===== config.mk =====
export PLATFORM = sky130hd
export DESIGN_NAME = trc_front_flat
export DESIGN_NICKNAME = d
export VERILOG_FILES = /design/src/rtl/trc_pkg.sv /design/src/rtl/trc_if.sv /design/src/rtl/trc_front.sv /design/src/flat_wrapper.sv
export SDC_FILE = /design/constraint.sdc
export NUM_CORES = 1
export LEC_CHECK = 0
export ABC_AREA = 1
export BUFFER_PORTS_ARGS = -buffer_cell sky130_fd_sc_hd__buf_2
export CAP_MARGIN = 30
export CORE_ASPECT_RATIO = 1.25
export CORE_MARGIN = 4
export CORE_UTILIZATION = 48
export DETAILED_ROUTE_END_ITERATION = 10
export PLACE_DENSITY = 0.84
export SYNTH_ARGS = -nofsm -noshare
export SYNTH_HDL_FRONTEND = slang
export SYNTH_SLANG_ARGS = --single-unit

===== constraint.sdc =====
create_clock -name clk -period 3 [get_ports clk]
set_input_delay 0.45 -clock clk [delete_from_list [all_inputs] [get_ports clk]]
set_output_delay 0.45 -clock clk [all_outputs]
set_load 0.05 [all_outputs]

===== src/rtl/trc_pkg.sv =====
// Package with shared types, opcodes and constants of the toy processor core.
`default_nettype none
package trc_pkg;

    // Memory size; it must be a power of two so that addresses wrap by masking.
    localparam int MEM_BYTES = 65536;
    localparam int ADDR_W    = $clog2(MEM_BYTES);
    localparam int REG_COUNT = 16;
    localparam int REG_IDX_W = $clog2(REG_COUNT);

    // Result status codes.
    localparam logic [1:0] ST_LOADED = 2'd0;
    localparam logic [1:0] ST_EXEC   = 2'd1;
    localparam logic [1:0] ST_HALT   = 2'd2;
    localparam logic [1:0] ST_FAULT  = 2'd3;

    // Opcodes.
    localparam logic [7:0] OP_NOP  = 8'h00;
    localparam logic [7:0] OP_MOV  = 8'h01;
    localparam logic [7:0] OP_ADD  = 8'h03;
    localparam logic [7:0] OP_SUB  = 8'h04;
    localparam logic [7:0] OP_AND  = 8'h05;
    localparam logic [7:0] OP_OR   = 8'h06;
    localparam logic [7:0] OP_XOR  = 8'h07;
    localparam logic [7:0] OP_NOT  = 8'h08;
    localparam logic [7:0] OP_LD   = 8'h09;
    localparam logic [7:0] OP_ST   = 8'h0A;
    localparam logic [7:0] OP_JMP  = 8'h0C;
    localparam logic [7:0] OP_JZ   = 8'h0E;
    localparam logic [7:0] OP_JNZ  = 8'h10;
    localparam logic [7:0] OP_INT  = 8'h11;
    localparam logic [7:0] OP_HLT  = 8'h12;
    localparam logic [7:0] OP_SHL  = 8'h13;
    localparam logic [7:0] OP_SHR  = 8'h14;
    localparam logic [7:0] OP_PSH  = 8'h15;
    localparam logic [7:0] OP_POP  = 8'h16;
    localparam logic [7:0] OP_CALL = 8'h17;
    localparam logic [7:0] OP_RET  = 8'h18;
    localparam logic [7:0] OP_LW   = 8'h19;
    localparam logic [7:0] OP_SW   = 8'h1A;
    localparam logic [7:0] OP_CMP  = 8'h20;

    // Service numbers of the INT instruction.
    localparam logic [15:0] SVC_PUTCHAR = 16'd1;
    localparam logic [15:0] SVC_GETCHAR = 16'd2;
    localparam logic [15:0] SVC_MAGIC   = 16'd3;
    localparam logic [15:0] MAGIC_VALUE = 16'h1001;
    localparam logic [15:0] SP_RESET    = 16'hC000;

    // One queued item, already classified by the front end.
    typedef struct packed {
        logic        is_load;
        logic [15:0] addr;
        logic [7:0]  data;
        logic [7:0]  char_in;
    } trc_item_t;

    // Queue head as seen by the back end.
    typedef struct packed {
        logic      valid;
        trc_item_t item;
    } trc_head_t;

    // Wrap a 16-bit byte address onto the memory.
    function automatic logic [ADDR_W-1:0] mem_addr(input logic [15:0] a);
        return a[ADDR_W-1:0];
    endfunction

endpackage
`default_nettype wire


===== src/rtl/trc_if.sv =====
// Channel interfaces for request and response transactions.
`default_nettype none
interface trc_req_if;
    logic        valid;
    logic        ready;
    logic        req_type;
    logic [15:0] load_address;
    logic [7:0]  load_byte;
    logic [7:0]  char_in;

    modport source (output valid, output req_type, output load_address,
                    output load_byte, output char_in, input ready);
    modport sink   (input valid, input req_type, input load_address,
                    input load_byte, input char_in, output ready);
endinterface

`default_nettype wire


===== src/rtl/trc_front.sv =====
// Front end: accepts request transactions, classifies them and queues them.
`default_nettype none
module trc_front
    import trc_pkg::*;
(
    input  wire logic clk,
    input  wire logic rst_n,
    trc_req_if.sink   req,
    input  wire logic pop,
    output trc_head_t head
);

    trc_item_t   ent_reg [2];
    logic        wptr_reg, wptr_next;
    logic        rptr_reg, rptr_next;
    logic [1:0]  cnt_reg, cnt_next;
    logic        push;
    logic        do_pop;
    trc_item_t   new_item;

    assign req.ready = (cnt_reg != 2'd2);
    assign push      = req.valid && req.ready;
    assign do_pop    = pop && (cnt_reg != 2'd0);

    // Classify the incoming transaction.
    always_comb
    begin
        new_item.is_load = !req.req_type;
        new_item.addr    = req.load_address;
        new_item.data    = req.load_byte;
        new_item.char_in = req.char_in;
    end

    // Pointer and fill count update.
    always_comb
    begin
        wptr_next = push ? !wptr_reg : wptr_reg;
        rptr_next = do_pop ? !rptr_reg : rptr_reg;
        cnt_next  = cnt_reg + {1'b0, push} - {1'b0, do_pop};
    end

    always_ff @(posedge clk or negedge rst_n)
    begin
        if (!rst_n)
        begin
            wptr_reg <= 1'b0;
            rptr_reg <= 1'b0;
            cnt_reg  <= 2'd0;
        end
        else
        begin
            wptr_reg <= wptr_next;
            rptr_reg <= rptr_next;
            cnt_reg  <= cnt_next;
        end
    end

    // Queue storage.
    always_ff @(posedge clk)
    begin
        if (push)
        begin
            ent_reg[wptr_reg] <= new_item;
        end
    end

    assign head.valid = (cnt_reg != 2'd0);
    assign head.item  = ent_reg[rptr_reg];

endmodule
`default_nettype wire


===== src/flat_wrapper.sv =====
// flat-port wrapper written by rule: the top's interface ports become plain ports
module trc_front_flat import trc_pkg::*;
  (clk, rst_n, pop, head, req_valid, req_req_type, req_load_address, req_load_byte, req_char_in, req_ready);
  trc_req_if req_i ();
  input  wire logic clk;
  input  wire logic rst_n;
  input  wire logic pop;
  output trc_head_t head;
  input wire logic [$bits(req_i.valid)-1:0] req_valid;
  input wire logic [$bits(req_i.req_type)-1:0] req_req_type;
  input wire logic [$bits(req_i.load_address)-1:0] req_load_address;
  input wire logic [$bits(req_i.load_byte)-1:0] req_load_byte;
  input wire logic [$bits(req_i.char_in)-1:0] req_char_in;
  output wire logic [$bits(req_i.ready)-1:0] req_ready;
  assign req_i.valid = req_valid;
  assign req_i.req_type = req_req_type;
  assign req_i.load_address = req_load_address;
  assign req_i.load_byte = req_load_byte;
  assign req_i.char_in = req_char_in;
  assign req_ready = req_i.ready;
  trc_front u_core (.clk(clk), .rst_n(rst_n), .req(req_i), .pop(pop), .head(head));
endmodule

==> results.py <==
metrics = {
    "synthesis": {
        "ys_seq_elements": 70,
        "synth_area_leaders": "edfxtp_1, nand2_1, dfrtp_1, nand2_2, buf_6",
        "yosys.area.top_type": "edfxtp_1",
        "synth.avg_cell_area_um2": 13.1,
        "ys_types": 12,
        "synthMuxAreaShare": 0,
        "syn_nets": 245,
        "synth_fa_ha_area_frac": 0.00929,
        "netlist_area_um2": 2700,
        "syn_inst": 206,
        "synthXorXnorAreaFrac": 0,
        "synth_top_area_frac": 0.735,
        "ys_warn_count": 0,
        "ys_seq_area_frac": 0.773,
        "synth_top_family_by_area": "simple AND/OR/NAND/NOR gates",
        "synth_simple_gate_area_frac": 0.172,
        "synth-compound-area-share": 0,
    },
    "placed_design": {
        "place_ws_ns": 1.13,
        "gp_congestion": 0.612,
        "hpwl_mm": 3.29,
        "port_buffers": 71,
        "place_area_um2": 3090,
        "placed_cells": 337,
    },
    "die": {
        "die_h_um": 91.8,
        "ioPinCount": 72,
        "fp.dieW_um": 75.0,
        "start_util": 0.495,
        "rows": 30,
        "dieArea_um2": 6880,
        "coreArea_um2": 5440,
    },
    "layout": {
        "largest_reg_flops": 66,
        "regArea_um2": 2080,
        "diodes": 0,
        "stdcell_count": 354,
        "drive_gt1_frac": 0.348,
        "nets": 324,
        "multi_input_area_um2": 497,
        "nFillCells": 431,
        "design_area_um2": 3360,
        "post-route-util": 0.617,
        "area_growth_pct": 24.6,
    },
    "cts": {
        "insertion_delay_ns": 0.34,
        "cts_root_buf": "clkbuf_8",
        "h-tree-depth": 3,
        "cts_tree": "yes",
        "cts_max_path_buffers": 2,
        "clkSinkCount": 70,
        "post_cts_buffers": 0,
        "cts.reportedPaths.clkPinSlew_ns": 0.08,
        "cts_buffers": 9,
    },
    "sta": {
        "rsz0062_at_grt": "false",
        "clock.fmax_ghz": 0.460,
        "fin_crit_sh": 0.724,
        "worst_slew_pin_slew_ns": 0.942,
        "tns_ns": 0,
        "slew_headroom": 0.371,
        "min_period_ns": 2.17,
        "final-setup-viol-count": 0,
        "hold_viol_final": 0,
        "skew_ns": 0.00717,
        "finalWorstSetupSlack_ns": 0.828,
        "slew_viol_final": 0,
    },
    "setup_path": {
        "end_kind": "output pin",
        "cp_data_required_time_ns": 2.55,
        "path_cells": "buf_4 -> nand2_1 -> nand2_1 -> buf_2",
        "start_kind": "flip-flop",
        "crit_top_cell": "nand2_1",
        "cpMaxStageDelayCell": "dfrtp_1",
        "cpPeakStageDelay_ns": 0.70,
        "path_max_fanout": 14,
        "worst-setup-path-type": "reg2out",
        "arrival_ns": 1.72,
    },
    "grt": {
        "grt_max_degree": 35,
        "grt_pass1_vias": 1598,
        "global_route.usage.met3": 0.0329,
        "grt-busiest-layer": "met2",
        "grt_overflow_total": 0,
        "antenna_found_initial": 0,
        "grt.total_usage": 0.148,
        "grt_use_met2": 0.258,
        "grt_pass1_wl_mm": 7.34,
        "grt_use_met1": 0.157,
    },
    "route": {
        "vias": 1658,
        "route.detailed.drc": 0,
        "drtIter0Drc": 98,
        "drt_wl_total_mm": 4.84,
        "antenna_left": 0,
        "wl_per_cell_um": 13.7,
        "routed_via_density": 4.68,
        "drt_pass1_iterations": 6,
    },
    "job": {
        "cap_violations": 0,
    },
    "worst_hold_path": {
        "hold_path.class": "in2reg",
    },
    "outcome": {
        "status": "complete, no violations",
    },
    "pwr": {
        "peakVddDrop_v": 0.000518,
        "p_per_area_nw_per_um2": 1240,
        "p_leak_nw": 1.51,
    },
}
-- power breakdown --
| group | internal [mW] | leakage, nW | switching [mW] |
|---|---|---|---|
| logic | 0.359 | 0.716 | 1.41 |
| clock network | 0.636 | 0.130 | 0.335 |
| registers | 1.34 | 0.662 | 0.0932 |
-- synthesized netlist by cell type (all sizes together) --
| cell type | count |
|---|---|
| inv | 11 |
| ha | 2 |
| nand3 | 3 |
| nand2 | 112 |
| edfxtp | 66 |
| buf | 7 |
| dfrtp | 4 |
| nor2 | 1 |
-- worst paths after layout --
| check | from | endpoint | slack, ns | depth (start not counted) |
|---|---|---|---|---|
| setup reg to reg | u_core.cnt_reg[1]$_DFF_PN0_ | u_core.ent_reg[0][28]$_DFFE_PP_ | 1.22 | 4 |
| min in group asynchronous | rst_n | u_core.wptr_reg$_DFFE_PN0P_ | 0.47 | 2 |
| hold / removal | req_load_address[0] | u_core.ent_reg[0][16]$_DFFE_PP_ | 0.29 | 1 |
| max in group asynchronous | rst_n | u_core.cnt_reg[1]$_DFF_PN0_ | 2.40 | 2 |
| setup / recovery | u_core.rptr_reg$_DFFE_PN0P_ | head[29] | 0.83 | 4 |
| hold reg to reg | u_core.wptr_reg$_DFFE_PN0P_ | u_core.wptr_reg$_DFFE_PN0P_ | 0.48 | 2 |
-- layer usage --
layer,vias up,wire (um)
li1,837,-
met1,763,1790
met2,45,2660
met3,13,251
met4,0,132
met5,-,0
-- final cells by class --
class                   count  share of cell area
clock buffers              10              0.0380
flip-flops and latches     70               0.620
inverters                  11              0.0145
clock inverters             6              0.0399
well taps                  64              0.0239
multi-input cells         118               0.148
repair buffers             75               0.116
-- cells in the final DEF, fill, tap and decap left out, types with 2 or more instances in the layout --
cell type	synthesis	layout
ha_1	2	2
clkbuf_8	0	9
buf_4	2	3
dfrtp_1	4	4
buf_2	0	71
nand2_1	102	102
nand2_2	10	10
edfxtp_1	66	66
bufinv_16	0	4
nand3_1	3	3
inv_1	10	10
-- metrics by stage --
step	hold slack, ns	power (mW)
after detailed placement	0.269	3.25
after CTS	0.281	4.23
after global placement	0.269	3.21
final	0.291	4.18
after global routing	0.279	4.39
after floorplan	0.154	2.89
-- critical path, delay by kind of cell (launching register included) --
family        cells  cell delay, ns
flops             1            0.70
simple gates      2            0.14
buf+inv           2            0.54
-- logic make-up after synthesis --
family,after synthesis
simple gates,116
buf+inv,18
flops,70
fa+ha+maj,2
-- what timing repair did --
item,4_1_cts,5_1_grt
hold endpoints to repair,4,0
hold buffers,1,0
resized for setup,0,0
Note: power is estimated with default switching activity, not from simulation.
